### config.mk
export PLATFORM = sky130hd
export DESIGN_NAME = lru_page_replacement
export DESIGN_NICKNAME = d
export VERILOG_FILES = /design/src/hdl/lru_pkg.sv /design/src/hdl/lru_cell.sv /design/src/hdl/lru_page_replacement.sv
export SDC_FILE = /design/constraint.sdc
export NUM_CORES = 1
export LEC_CHECK = 0
export BUFFER_PORTS_ARGS = -buffer_cell sky130_fd_sc_hd__buf_2
export CAP_MARGIN = 10
export CORE_ASPECT_RATIO = 1.25
export CORE_MARGIN = 3
export CORE_UTILIZATION = 35
export CTS_CLUSTER_DIAMETER = 150
export DETAILED_ROUTE_END_ITERATION = 16
export PLACE_DENSITY = 0.48
export SETUP_SLACK_MARGIN = 0.2
export SYNTH_ARGS = -nofsm -noshare
export SYNTH_HDL_FRONTEND = slang
export SYNTH_SLANG_ARGS = --single-unit
### constraint.sdc
create_clock -name clk -period 4.6 [get_ports clk]
set_input_delay 0.69 -clock clk [delete_from_list [all_inputs] [get_ports clk]]
set_output_delay 0.69 -clock clk [all_outputs]
set_load 0.01 [all_outputs]
### src/hdl/lru_pkg.sv
// ----------------------------------------------------------------------------
// lru_pkg
// shared widths, defaults and the record types passed along the frame cells
// ----------------------------------------------------------------------------
package lru_pkg;

  localparam int LRU_MAX_FRAMES = 8;
  localparam int LRU_PAGE_BITS  = 16;

  // index and rank fields are sized for the largest supported frame count
  localparam int LRU_IDX_W   = 4;
  localparam int LRU_RANK_W  = 4;
  localparam int LRU_CNT_W   = 5;
  localparam int LRU_CFG_W   = 4;
  localparam int LRU_IN_W    = 16;
  localparam int LRU_FRAME_W = 3;
  localparam int LRU_FAULT_W = 16;

  localparam logic [LRU_CFG_W-1:0] LRU_CFG_RESET = LRU_CFG_W'(3);

  // search record, travels one cell per cycle
  typedef struct packed {
    logic                  vld;
    logic                  hit;
    logic [LRU_IDX_W-1:0]  hit_idx;
    logic [LRU_RANK_W-1:0] hit_rank;
    logic                  have_empty;
    logic [LRU_IDX_W-1:0]  empty_idx;
    logic                  have_vic;
    logic [LRU_IDX_W-1:0]  vic_idx;
    logic [LRU_RANK_W-1:0] worst;
  } srch_t;

  // update command, broadcast to all cells
  typedef struct packed {
    logic                  en;
    logic [LRU_IDX_W-1:0]  target;
    logic [LRU_RANK_W-1:0] limit;
    logic                  age_all;
    logic                  wr_page;
  } upd_t;

endpackage

### src/hdl/lru_cell.sv
// ----------------------------------------------------------------------------
// lru_cell
// one page frame: holds page, valid and recency rank, adds its own
// contribution to the passing search record and applies rank updates
// ----------------------------------------------------------------------------
module lru_cell #(
  parameter int MAX_FRAMES = lru_pkg::LRU_MAX_FRAMES,
  parameter int PAGE_BITS  = lru_pkg::LRU_PAGE_BITS,
  parameter int CELL_IDX   = 0
) (
  input  logic                 clk,
  input  logic                 rst_n,
  input  logic                 active,
  input  logic [PAGE_BITS-1:0] page_i,
  input  lru_pkg::srch_t       rec_i,
  output lru_pkg::srch_t       rec_o,
  input  lru_pkg::upd_t        upd_i
);
  import lru_pkg::*;

  localparam logic [LRU_IDX_W-1:0]  MY_IDX   = LRU_IDX_W'(CELL_IDX);
  localparam logic [LRU_RANK_W-1:0] RANK_TOP = LRU_RANK_W'(MAX_FRAMES - 1);

  logic [PAGE_BITS-1:0]  page_r;
  logic                  valid_r;
  logic [LRU_RANK_W-1:0] rank_r;
  srch_t                 rec_r;
  srch_t                 rec_nxt;

  always_comb begin
    rec_nxt = rec_i;
    if (active && valid_r) begin
      if (!rec_i.hit && (page_r == page_i)) begin
        rec_nxt.hit      = 1'b1;
        rec_nxt.hit_idx  = MY_IDX;
        rec_nxt.hit_rank = rank_r;
      end
      if (!rec_i.have_vic || (rank_r > rec_i.worst)) begin
        rec_nxt.have_vic = 1'b1;
        rec_nxt.vic_idx  = MY_IDX;
        rec_nxt.worst    = rank_r;
      end
    end else if (active && !rec_i.have_empty) begin
      rec_nxt.have_empty = 1'b1;
      rec_nxt.empty_idx  = MY_IDX;
    end
  end

  always_ff @(posedge clk) begin
    if (!rst_n) begin
      rec_r <= '0;
    end else begin
      rec_r <= rec_nxt;
    end
  end

  always_ff @(posedge clk) begin
    if (!rst_n) begin
      valid_r <= 1'b0;
      rank_r  <= '0;
    end else if (upd_i.en && active) begin
      if (upd_i.target == MY_IDX) begin
        valid_r <= 1'b1;
        rank_r  <= '0;
      end else if (valid_r && (upd_i.age_all || (rank_r < upd_i.limit)) &&
                   (rank_r < RANK_TOP)) begin
        rank_r <= rank_r + LRU_RANK_W'(1);
      end
    end
  end

  always_ff @(posedge clk) begin
    if (upd_i.en && active && upd_i.wr_page && (upd_i.target == MY_IDX)) begin
      page_r <= page_i;
    end
  end

  assign rec_o = rec_r;

endmodule

### src/hdl/lru_page_replacement.sv
// ----------------------------------------------------------------------------
// lru_page_replacement
// least recently used page replacement over a small fully associative
// set of frames, built as a chain of frame cells
// ----------------------------------------------------------------------------
// usage
//   in_valid/in_ready carry one page reference per request; out_valid/
//   out_ready return hit, frame and the running fault count for it.
//   cfg_wr_en/cfg_wr_data set the number of frames in use (0 acts as 1,
//   values above MAX_FRAMES act as MAX_FRAMES); write only while idle.
//   a search record walks the cell chain one frame per cycle; the last
//   cell's record is registered as the replacement decision, which is then
//   committed to the output register. a new request is taken only once the
//   previous one has been committed to the output register.
//   a request is taken while the previous result still waits in the output
//   register; if the receiver stalls, the finished search holds until the
//   output register is free.
//   reset empties all frames, clears ranks and the fault count and sets
//   the frame count to 3; the block takes requests right after reset.
// ----------------------------------------------------------------------------
module lru_page_replacement #(
  parameter int MAX_FRAMES = lru_pkg::LRU_MAX_FRAMES,
  parameter int PAGE_BITS  = lru_pkg::LRU_PAGE_BITS
) (
  input  logic                          clk,
  input  logic                          rst_n,
  input  logic                          cfg_wr_en,
  input  logic [lru_pkg::LRU_CFG_W-1:0] cfg_wr_data,
  input  logic                          in_valid,
  output logic                          in_ready,
  input  logic [lru_pkg::LRU_IN_W-1:0]  in_page,
  output logic                          out_valid,
  input  logic                          out_ready,
  output logic                          out_hit,
  output logic [lru_pkg::LRU_FRAME_W-1:0] out_frame,
  output logic [lru_pkg::LRU_FAULT_W-1:0] out_fault_count
);
  import lru_pkg::*;

  localparam logic [1:0] S_IDLE = 2'd0;
  localparam logic [1:0] S_SCAN = 2'd1;
  localparam logic [1:0] S_DONE = 2'd2;

  localparam logic [LRU_CNT_W-1:0] CNT_MAX = LRU_CNT_W'(MAX_FRAMES);

  logic [1:0]              state_r, state_nxt;
  logic [LRU_CFG_W-1:0]    cfg_frames_r;
  logic [LRU_CNT_W-1:0]    n_act;
  logic [MAX_FRAMES-1:0]   act;
  logic [PAGE_BITS-1:0]    page_r;
  logic [31:0]             page_ext;
  logic                    start_r;
  srch_t                   recs [0:MAX_FRAMES];
  srch_t                   rec_last;
  upd_t                    upd;

  logic                    dec_hit_r;
  logic [LRU_IDX_W-1:0]    dec_used_r;
  logic [LRU_RANK_W-1:0]   dec_limit_r;
  logic                    dec_age_all_r;

  logic [LRU_FAULT_W-1:0]  fault_r, fault_nxt;
  logic                    out_valid_r;
  logic                    out_hit_r;
  logic [LRU_FRAME_W-1:0]  out_frame_r;
  logic [LRU_FAULT_W-1:0]  out_fault_r;

  logic accept, out_free, commit;

  // frame count clamp
  always_comb begin
    priority if (cfg_frames_r == '0) begin
      n_act = LRU_CNT_W'(1);
    end else if ({1'b0, cfg_frames_r} > CNT_MAX) begin
      n_act = CNT_MAX;
    end else begin
      n_act = {1'b0, cfg_frames_r};
    end
  end

  always_ff @(posedge clk) begin
    if (!rst_n) begin
      cfg_frames_r <= LRU_CFG_RESET;
    end else if (cfg_wr_en) begin
      cfg_frames_r <= cfg_wr_data;
    end
  end

  assign in_ready = (state_r == S_IDLE);
  assign accept   = in_valid && in_ready;
  assign out_free = !out_valid_r || out_ready;
  assign commit   = (state_r == S_DONE) && out_free;
  assign page_ext = {{(32 - LRU_IN_W){1'b0}}, in_page};
  assign rec_last = recs[MAX_FRAMES];

  always_ff @(posedge clk) begin
    if (accept) begin
      page_r <= page_ext[PAGE_BITS-1:0];
    end
  end

  always_ff @(posedge clk) begin
    if (!rst_n) begin
      start_r <= 1'b0;
    end else begin
      start_r <= accept;
    end
  end

  assign recs[0] = '{vld: start_r, default: '0};

  // cell chain
  for (genvar i = 0; i < MAX_FRAMES; i++) begin : g_cell
    assign act[i] = (LRU_CNT_W'(i) < n_act);

    lru_cell #(
      .MAX_FRAMES (MAX_FRAMES),
      .PAGE_BITS  (PAGE_BITS),
      .CELL_IDX   (i)
    ) u_cell (
      .clk    (clk),
      .rst_n  (rst_n),
      .active (act[i]),
      .page_i (page_r),
      .rec_i  (recs[i]),
      .rec_o  (recs[i+1]),
      .upd_i  (upd)
    );
  end

  // replacement decision
  always_ff @(posedge clk) begin
    if (rec_last.vld) begin
      dec_hit_r     <= rec_last.hit;
      dec_age_all_r <= !rec_last.hit && rec_last.have_empty;
      if (rec_last.hit) begin
        dec_used_r  <= rec_last.hit_idx;
        dec_limit_r <= rec_last.hit_rank;
      end else if (rec_last.have_empty) begin
        dec_used_r  <= rec_last.empty_idx;
        dec_limit_r <= rec_last.worst;
      end else begin
        dec_used_r  <= rec_last.vic_idx;
        dec_limit_r <= rec_last.worst;
      end
    end
  end

  always_comb begin
    upd.en      = commit;
    upd.target  = dec_used_r;
    upd.limit   = dec_limit_r;
    upd.age_all = dec_age_all_r;
    upd.wr_page = !dec_hit_r;
  end

  always_comb begin
    state_nxt = state_r;
    unique case (state_r)
      S_IDLE: begin
        if (accept) state_nxt = S_SCAN;
      end
      S_SCAN: begin
        if (rec_last.vld) state_nxt = S_DONE;
      end
      S_DONE: begin
        if (out_free) state_nxt = S_IDLE;
      end
      default: state_nxt = S_IDLE;
    endcase
  end

  always_ff @(posedge clk) begin
    if (!rst_n) begin
      state_r <= S_IDLE;
    end else begin
      state_r <= state_nxt;
    end
  end

  // saturating fault count
  always_comb begin
    fault_nxt = fault_r;
    if (!dec_hit_r && (fault_r != '1)) begin
      fault_nxt = fault_r + LRU_FAULT_W'(1);
    end
  end

  always_ff @(posedge clk) begin
    if (!rst_n) begin
      fault_r <= '0;
    end else if (commit) begin
      fault_r <= fault_nxt;
    end
  end

  // output register
  always_ff @(posedge clk) begin
    if (!rst_n) begin
      out_valid_r <= 1'b0;
    end else if (commit) begin
      out_valid_r <= 1'b1;
    end else if (out_ready) begin
      out_valid_r <= 1'b0;
    end
  end

  always_ff @(posedge clk) begin
    if (commit) begin
      out_hit_r   <= dec_hit_r;
      out_frame_r <= dec_used_r[LRU_FRAME_W-1:0];
      out_fault_r <= fault_nxt;
    end
  end

  assign out_valid       = out_valid_r;
  assign out_hit         = out_hit_r;
  assign out_frame       = out_frame_r;
  assign out_fault_count = out_fault_r;

endmodule
==> results of run 1 <==
## worst paths after layout
kind | from | endpoint | slack, ps
worst min register to register | g_cell[5].u_cell.rec_o[18]$_SDFF_PN0_ | g_cell[6].u_cell.rec_o[18]$_SDFF_PN0_ | 410
worst min-delay path | in_page[5] | page_r[5]$_DFFE_PP_ | 310
worst max-delay path | page_r[9]$_DFFE_PP_ | g_cell[1].u_cell.rec_o[17]$_SDFF_PN0_ | 1910
worst max register to register | page_r[9]$_DFFE_PP_ | g_cell[1].u_cell.rec_o[17]$_SDFF_PN0_ | 1910
## through the flow
stage	cell area, sq um	power, mW	cells
2_1_floorplan	16170	3.802	1434
3_3_place_gp	17080	3.880	2014
3_5_place_dp	17080	3.881	2014
4_1_cts	18350	7.060	2088
5_1_grt	18350	7.219	2088
6_report	18350	6.944	2088
## synthesized netlist by cell type (all sizes together), types with 3 or more instances
cell type,count
nand2b,13
a31oi,6
buf,8
or4,9
xnor2,44
mux2,6
o22ai,5
or3,13
dfxtp,210
nor3b,7
nor2b,18
nor4,26
o2111ai,4
clkbuf,60
a2111oi,4
nor2,109
xor2,102
inv,55
nand4b,4
a211oi,6
and4,5
a311oi,3
o21a,36
mux2i,62
a21o,3
ha,61
o21ai,32
nand4,27
nand3b,9
a21oi,50
edfxtp,173
nor3,25
nand2,119
o31ai,12
and2,18
nand3,43
and3,19
o311a,4
## cell type report
type                    count  area [sq um]  area share
repair buffers             70         425.4     0.02318
multi-input cells         928          6326      0.3447
clock inverters             9         43.79    0.002386
flip-flops and latches    383          9399      0.5122
well taps                 578         723.2     0.03941
clock buffers              65          1227     0.06688
inverters                  55         206.4     0.01125
## metal layers
layer / vias up / share of wire
li1: 5188 / -
met1: 5043 / 0.44
met2: 189 / 0.49
met3: 80 / 0.035
met4: 0 / 0.034
met5: - / 0
## logic make-up after synthesis
logic type	synth area share
XOR/XNOR	0.07907
flip-flops	0.5812
buffers and inverters	0.02870
adder cells (fa/ha/maj)	0.04719
AND/OR/NAND/NOR	0.1451
AO/OA/AOI/OAI	0.07628
multiplexers	0.04255
## where the power goes
group | total [mW] | switching [mW] | internal (mW)
Combinational | 0.159 | 0.0957 | 0.0634
Clock | 3.14 | 1.32 | 1.83
Sequential | 3.64 | 0.0607 | 3.58
## flip-flops by register name (all words and copies together) (netlist names)
name                   count
page_r                    16
start_r                    1
g_cell.u_cell.rec_o      146
g_cell.u_cell.rank_r      32
fault_r                   16
cfg_frames_r               4
out_fault_count           16
g_cell.u_cell.valid_r      8
state_r                    2
g_cell.u_cell.page_r     128
out_frame                  3
dec_age_all_r              1
out_hit                    1
dec_limit_r                4
dec_used_r                 3
dec_hit_r                  1
out_valid                  1
==> impl_metrics.json, run 1 <==
{
  "outcome": "finished, final reports clean",
  "pre_cts_ws_ps": 1729,
  "synth_area_sq_mm": 0.01617,
  "row_count": 87,
  "clock_sinks": 383,
  "use_met3": 0.02818,
  "grt_max_degree": 161,
  "die_y_microns": 246.3,
  "netlist.top_cell.by_area": "edfxtp_1",
  "cts-htree-levels": 2,
  "syn_nets": 1520,
  "synth_edf_count": 173,
  "critPathKind": "flop to flop",
  "end_kind": "flop",
  "dieArea_sq_mm": 0.04884,
  "ys_types": 62,
  "worst_path_max_delay_cell": "or4_1",
  "core-area_sq_mm": 0.04539,
  "max_stage_delay_ps": 680,
  "grt_pass1_vias": 10660,
  "num-fill-cells": 4330,
  "synth_area_leaders": "edfxtp_1 (32%), dfxtp_1 (26%), xor2_1 (5.5%)",
  "hold_buffers": 0,
  "met1_usage": 0.1968,
  "track_usage": 0.1593,
  "cts.clk_slew.worst_paths_ps": 50,
  "rsz0062_at_grt": "false",
  "numCtsBuffers": 42,
  "start_util": 0.3563,
  "drive_gt1_frac": 0.09603,
  "ys_ff_latch": 383,
  "yosysTopAreaCellShare": 0.3212,
  "drv_cap": 0,
  "synthArstFlopShare": 0,
  "dpl.hpwl_microns": 26120,
  "synthCells": 1434,
  "arrival_ps": 3110,
  "grt_pass1_wl_microns": 60080,
  "crit_buf_inv": 1,
  "tns_ps": 0,
  "final_util": 0.4043,
  "area_delta_synth_final_pct": 13.47,
  "antenna_left": 0,
  "die_w_microns": 198.3,
  "use_met2": 0.2762,
  "gr-total-overflow": 0,
  "worstPathMaxFanout": 9,
  "insertion_delay_ps": 560,
  "cts.path.max_buffers": 3,
  "final-max-slew-violation-count": 0,
  "final_common_cell": "dfxtp_1",
  "max-slew-margin-rel": 0.3135,
  "drc": 0,
  "holdWs_ps": 310.0,
  "power_density_mw_per_mm2": 378.4,
  "first_pass_iters": 6,
  "final_cell_mix": "dfxtp_1 (210), edfxtp_1 (173), nand2_1 (119), nor2_1 (109), xor2_1 (102)",
  "crit_family": "simple AND/OR/NAND/NOR gates",
  "io_buffers": 46,
  "layout.nets": 1566,
  "routed_wl_microns": 37910,
  "yosysWarningCount": 0,
  "hold_viol": 0,
  "worst-path-stages": 6,
  "worstHoldPathType": "input port to flop",
  "setup_viol": 0,
  "min_path_cells": 1,
  "worst_pin_slew_ps": 1017,
  "crit_chain": "buf_4, xor2_1, nor4_1, nand3_1, or4_1, mux2i_1",
  "grt-busiest-layer": "met2",
  "syn_area_per_cell_sq_um": 11.28,
  "drt_iter0_drc": 438,
  "skew_ps": 12.12,
  "fin_crit_ps": 2686,
  "seq_area_frac_synth": 0.5812,
  "ys.flop_type": "dfxtp_1",
  "vias_per_cell": 5.029,
  "gp_congestion": 0.7556,
  "crit_path_start_kind": "flop",
  "ios": 47,
  "ctsRootBufferMaster": "clkbuf_16",
  "finalCritPeriodShare": 0.5839,
  "setup_slack_ps": 1914,
  "ir_drop_uv": 227.0,
  "cts_setup_buffers": 0,
  "fmax_mhz": 372.3,
  "reg2regPathDepth": 6,
  "antenna_found_initial": 0,
  "cts_resized": 0,
  "cp_data_required_time_ps": 5030,
  "p_leak_nw": 6.642,
  "wl_per_cell_microns": 18.16,
  "n_antenna_cell": 0,
  "cts_tree": "done",
  "via_count": 10500
}
Note: power is estimated with default switching activity, not from simulation.
==> run 2, diff against run 1 <==
==> constraint.sdc (replaced) <==
create_clock -name clk -period 2.5 [get_ports clk]
set_input_delay 0.375 -clock clk [delete_from_list [all_inputs] [get_ports clk]]
set_output_delay 0.375 -clock clk [all_outputs]
set_load 0.01 [all_outputs]
==> impl_metrics.json, run 2 (synthesis results as in run 1) <==
{
  "grt_pass1_wl_microns": 63380,
  "max_stage_delay_ps": 610,
  "final-max-slew-violation-count": 0,
  "endpoint": "g_cell[4].u_cell.page_r[15]$_DFFE_PP_",
  "worstPathMaxFanout": 16,
  "fin_crit_ps": 2183,
  "final_util": 0.4247,
  "numCtsBuffers": 42,
  "routed_wl_microns": 40030,
  "r2r_slack_ps": 320,
  "worstHoldPathType": "input port to flop",
  "crit_path_start_kind": "flop",
  "worst_pin_slew_ps": 718.0,
  "drive_gt1_frac": 0.1560,
  "area_delta_synth_final_pct": 19.20,
  "area.sequential_sq_mm": 0.009399,
  "antenna_found_initial": 0,
  "hold_viol": 0,
  "drv_cap": 0,
  "n_antenna_cell": 0,
  "crit_chain": "or3b_2, or3_1, nor2_4, buf_12",
  "final_common_cell": "dfxtp_1",
  "core-area_sq_mm": 0.04539,
  "startpoint": "dec_used_r[0]$_DFFE_PP_",
  "vias_per_cell": 5.001,
  "dp_cells": 2071,
  "wl_per_cell_microns": 18.47,
  "largest_register_ffs": 146,
  "cts.clk_slew.worst_paths_ps": 60,
  "antenna_left": 0,
  "reg2reg_from": "dec_used_r[0]$_DFFE_PP_",
  "multi_input_area_sq_mm": 0.006477,
  "reg2regPathDepth": 4,
  "layout.nets": 1645,
  "stdcell_count": 2168,
  "end_kind": "flop",
  "ios": 47,
  "crit_buf_inv": 1,
  "cts-htree-levels": 2,
  "cts_tree": "done",
  "p_leak_nw": 7.112,
  "insertion_delay_ps": 560,
  "die_w_microns": 198.3,
  "row_count": 87,
  "tns_ps": 0,
  "rsz0062_at_grt": "true",
  "gr-total-overflow": 0,
  "grt_max_degree": 116,
  "grt_pass1_vias": 11110,
  "dieArea_sq_mm": 0.04884,
  "cp_data_required_time_ps": 2750,
  "gp_congestion": 0.7849,
  "die_y_microns": 246.3,
  "arrival_ps": 2430,
  "ir_drop_uv": 552.7,
  "crit_family": "simple AND/OR/NAND/NOR gates",
  "skew_ps": 19.41,
  "max-slew-margin-rel": 0.5191,
  "fmax_mhz": 458.0,
  "track_usage": 0.1680,
  "worst-path-stages": 4,
  "critPathKind": "flop to flop",
  "reg2reg_to": "g_cell[4].u_cell.page_r[15]$_DFFE_PP_",
  "power_density_mw_per_mm2": 683.4,
  "via_count": 10840,
  "io_buffers": 46,
  "setup_slack_ps": 316.8,
  "dpl.hpwl_microns": 28490,
  "clock_sinks": 383,
  "worst_path_max_delay_cell": "or3b_2",
  "pre_cts_ws_ps": -82.25,
  "drt_iter0_drc": 423,
  "cts.path.max_buffers": 3,
  "ctsRootBufferMaster": "clkbuf_16",
  "outcome": "finished, final reports clean",
  "first_pass_iters": 4,
  "finalCritPeriodShare": 0.8733,
  "setup_viol": 0,
  "drc": 0,
  "start_util": 0.3563,
  "final_cell_mix": "dfxtp_1 (210), edfxtp_1 (173), nand2_1 (119), nor2_1 (105), xor2_1 (102)",
  "num-fill-cells": 4330
}
-- run 2: layout make-up --
| cell class | instances | area share |
|---|---|---|
| timing repair buffer | 149 | 0.05841 |
| sequential | 383 | 0.4875 |
| inverter | 55 | 0.01071 |
| multi-input combinational | 928 | 0.3360 |
| tap | 578 | 0.03751 |
| clock inverter | 26 | 0.01233 |
| clock buffer | 49 | 0.05750 |
-- run 2: worst min-delay path by stage --
| stage | cells after the start | endpoint | slack, ps | start |
|---|---|---|---|---|
| 2_1_floorplan | 2 | g_cell[2].u_cell.rec_o[4]$_SDFF_PN0_ | 400 | g_cell[1].u_cell.rec_o[4]$_SDFF_PN0_ |
| 3_3_place_gp | 1 | g_cell[1].u_cell.rec_o[9]$_SDFF_PP0_ | 410 | g_cell[0].u_cell.rec_o[13]$_SDFF_PP0_ |
| 4_1_cts | 1 | page_r[9]$_DFFE_PP_ | 4 | in_page[9] |
| 3_5_place_dp | 2 | g_cell[2].u_cell.rec_o[4]$_SDFF_PN0_ | 410 | g_cell[1].u_cell.rec_o[4]$_SDFF_PN0_ |
| 6_report | 1 | page_r[9]$_DFFE_PP_ | 30 | in_page[9] |
| 5_1_grt | 1 | page_r[7]$_DFFE_PP_ | 5 | in_page[7] |
-- run 2: where the power goes --
group	switching [mW]	internal (mW)	leakage, nW
Clock	2.51	3.58	0.657
Combinational	0.281	0.175	3.22
Sequential	0.0362	6.58	3.24
-- run 2: worst register-to-register path, cell delays in order, from the launching register on --
cell and delay, ps:
edfxtp_1 500, or3b_2 610, or3_1 430, nor2_4 140, buf_12 170
-- run 2: what timing repair did --
item,in CTS,in global routing
pin swaps,1,5
gates resized for setup,1,23
endpoints found under the setup margin,6,62
buffers inserted,5,7
hold buffers,10,0
hold endpoints to repair,10,0
-- run 2: metal layers --
| metal | up-vias | track usage | part of all wire |
|---|---|---|---|
| li1 | 5349 | - | - |
| met1 | 5270 | 0.2105 | 0.44 |
| met2 | 156 | 0.2962 | 0.50 |
| met3 | 67 | 0.02722 | 0.032 |
| met4 | 0 | 0.05123 | 0.028 |
| met5 | - | 0 | 0 |
-- run 2: per-stage QoR --
step           power, mW  area (sq um)  hold slack (ps)
3_5_place_dp       7.183         17590            408.2
2_1_floorplan      6.996         16190            395.2
5_1_grt            13.68         19280            4.936
4_1_cts            13.38         19080            3.875
6_report           13.17         19280            31.62
3_3_place_gp       7.180         17590            406.0
==> run 3, diff against run 2 <==
--- a/config.mk
+++ b/config.mk
@@ -5,6 +5,7 @@
 export SDC_FILE = /design/constraint.sdc
 export NUM_CORES = 1
 export LEC_CHECK = 0
+export ABC_AREA = 1
 export BUFFER_PORTS_ARGS = -buffer_cell sky130_fd_sc_hd__buf_2
 export CAP_MARGIN = 10
 export CORE_ASPECT_RATIO = 1.25
==> impl_metrics.json, run 3 <==
{
  "use_met2": 0.3238,
  "via_count": 13180,
  "ys_types": 45,
  "drt_iter0_drc": 548,
  "drive_gt1_frac": 0.09297,
  "cts_tree": "done",
  "grt_max_degree": 79,
  "numCtsBuffers": 44,
  "ios": 47,
  "outcome": "finished, final reports clean",
  "yosysTopAreaCellShare": 0.2983,
  "stdcell_count": 2849,
  "seqPwrFrac": 0.491,
  "netlist.top_cell.by_area": "edfxtp_1",
  "final_cell_mix": "nand2_1 (523), nor2_1 (285), inv_1 (267), dfxtp_1 (210), edfxtp_1 (173)",
  "dp_cells": 2752,
  "power.share.clock": 0.469,
  "final_util": 0.4134,
  "crit_family": "simple AND/OR/NAND/NOR gates",
  "die_y_microns": 255.4,
  "max-slew-margin-rel": 0.4514,
  "antenna_found_initial": 0,
  "finalCritPeriodShare": 0.8886,
  "met1_usage": 0.2090,
  "seq_area_frac_synth": 0.5398,
  "grt_pass1_vias": 13190,
  "arrival_ps": 2480,
  "final_common_cell": "nand2_1",
  "synth_edf_count": 173,
  "final-max-slew-violation-count": 0,
  "critPathKind": "flop to flop",
  "reg2reg_from": "dec_used_r[0]$_DFFE_PP_",
  "dieArea_sq_mm": 0.05248,
  "startpoint": "dec_used_r[0]$_DFFE_PP_",
  "max_stage_delay_ps": 480,
  "drv_cap": 0,
  "grt-busiest-layer": "met2",
  "synthArstFlopShare": 0,
  "worst_pin_slew_ps": 822.9,
  "gp_congestion": 0.8317,
  "largest_register_ffs": 146,
  "setup_slack_ps": 278.5,
  "clock_sinks": 383,
  "cts.path.max_buffers": 3,
  "synth_area_sq_mm": 0.01741,
  "gr-total-overflow": 0,
  "power.total_mw": 13.49,
  "worstPathMaxFanout": 16,
  "yosysWarningCount": 0,
  "crit_path_start_kind": "flop",
  "routed_wl_microns": 45500,
  "num-fill-cells": 4889,
  "synthTopCellsByCount": "nand2_1 (523), nor2_1 (285), inv_1 (268)",
  "p_leak_nw": 8.547,
  "setup_viol": 0,
  "synth_area_leaders": "edfxtp_1 (30%), dfxtp_1 (24%), nand2_1 (11%)",
  "ys_ff_latch": 383,
  "die_w_microns": 205.5,
  "ys.flop_type": "dfxtp_1",
  "rsz0062_at_grt": "true",
  "start_util": 0.3571,
  "cts.clk_slew.worst_paths_ps": 60,
  "cp_data_required_time_ps": 2750,
  "drc": 0,
  "first_pass_iters": 5,
  "ctsRootBufferMaster": "clkbuf_16",
  "crit_buf_inv": 2,
  "power_density_mw_per_mm2": 669.1,
  "p_switching_mw": 2.972,
  "layout.nets": 2255,
  "tns_ps": 0,
  "vias_per_cell": 4.627,
  "fmax_mhz": 450.2,
  "io_buffers": 46,
  "multi_input_area_sq_mm": 0.006698,
  "area.sequential_sq_mm": 0.009399,
  "end_kind": "flop",
  "area_delta_synth_final_pct": 15.77,
  "syn_area_per_cell_sq_um": 8.453,
  "worst_path_max_delay_cell": "edfxtp_1",
  "cts-htree-levels": 2,
  "synthCells": 2060,
  "worstHoldPathType": "input port to flop",
  "p_sw_frac": 0.2204,
  "hold_start": "in_page[4]",
  "wl_per_cell_microns": 15.97,
  "crit_chain": "inv_1, nor3_1, nand3_1, nor2_1, buf_4",
  "skew_ps": 15.44,
  "pwr-share-comb": 0.039,
  "ir_drop_uv": 474.7,
  "fin_crit_ps": 2221,
  "synth.most_common_cell": "nand2_1",
  "row_count": 90,
  "pre_cts_ws_ps": 233.3,
  "use_met3": 0.02967,
  "syn_nets": 2146,
  "cellInternalPower_mw": 10.52,
  "antenna_left": 0,
  "insertion_delay_ps": 570,
  "track_usage": 0.1751,
  "core-area_sq_mm": 0.04876,
  "grt_pass1_wl_microns": 72130,
  "hold_viol": 0,
  "n_antenna_cell": 0,
  "dpl.hpwl_microns": 33460
}
-- run 3: power groups by stage --
stage,sequential [mW],combinational (mW),clock [mW]
global route,6.63,0.597,6.77
global placement,6.76,0.525,0
CTS,6.63,0.546,6.53
floorplan,6.76,0.329,0
finish,6.63,0.531,6.33
detailed placement,6.76,0.528,0
-- run 3: worst paths after layout --
path         cells past startpoint                                     to  slack, ps
max                              5  g_cell[7].u_cell.page_r[13]$_DFFE_PP_        280
min reg2reg                      2  g_cell[0].u_cell.rec_o[23]$_SDFF_PN0_        410
max reg2reg                      5  g_cell[7].u_cell.page_r[13]$_DFFE_PP_        280
min                              1                    page_r[4]$_DFFE_PP_         50
-- run 3: area by class of cell --
cell class	instances	share of cell area
Timing Repair Buffer	113	0.03836
Clock buffer	65	0.06523
Sequential cell	383	0.4662
Clock inverter	17	0.006020
Multi-Input combinational cell	1350	0.3322
Inverter	277	0.05195
Tap cell	644	0.03997
-- run 3: worst register-to-register path: stages, from the launching register on --
cell and delay (ps):
edfxtp_1 480, inv_1 140, nor3_1 420, nand3_1 270
nor2_1 300, buf_4 300
-- run 3: cells by family (layout without fill, tap and decap cells) --
| group | after synthesis | count (layout) | share of synthesized area |
|---|---|---|---|
| fa+ha+maj | 61 | 61 | 0.04383 |
| simple gates | 1005 | 1005 | 0.2406 |
| buf+inv | 327 | 472 | 0.07588 |
| compound gates | 214 | 214 | 0.06467 |
| xor+xnor | 70 | 70 | 0.03521 |
| flops | 383 | 383 | 0.5398 |
-- run 3: stage by stage --
stage	cell area (sq um)	hold slack [ps]
3_3_place_gp	18560	396.7
2_1_floorplan	17410	390.5
5_1_grt	20160	25.57
3_5_place_dp	18560	403.1
6_report	20160	47.84
4_1_cts	20140	7.299
-- run 3: timing repair --
| item | CTS | global route |
|---|---|---|
| gates resized for setup | 0 | 2 |
| setup endpoints to repair | 0 | 35 |
| hold endpoints to repair | 14 | 1 |
| hold buffers | 14 | 1 |
| buffers inserted | 0 | 0 |
-- run 3: metal layers --
layer / share of wire / vias to the layer above / wire length [microns]
met1: 0.43 / 6127 / 19410
li1: - / 6811 / -
met3: 0.032 / 63 / 1464
met4: 0.021 / 0 / 934
met2: 0.52 / 182 / 23690
met5: 0 / - / 0
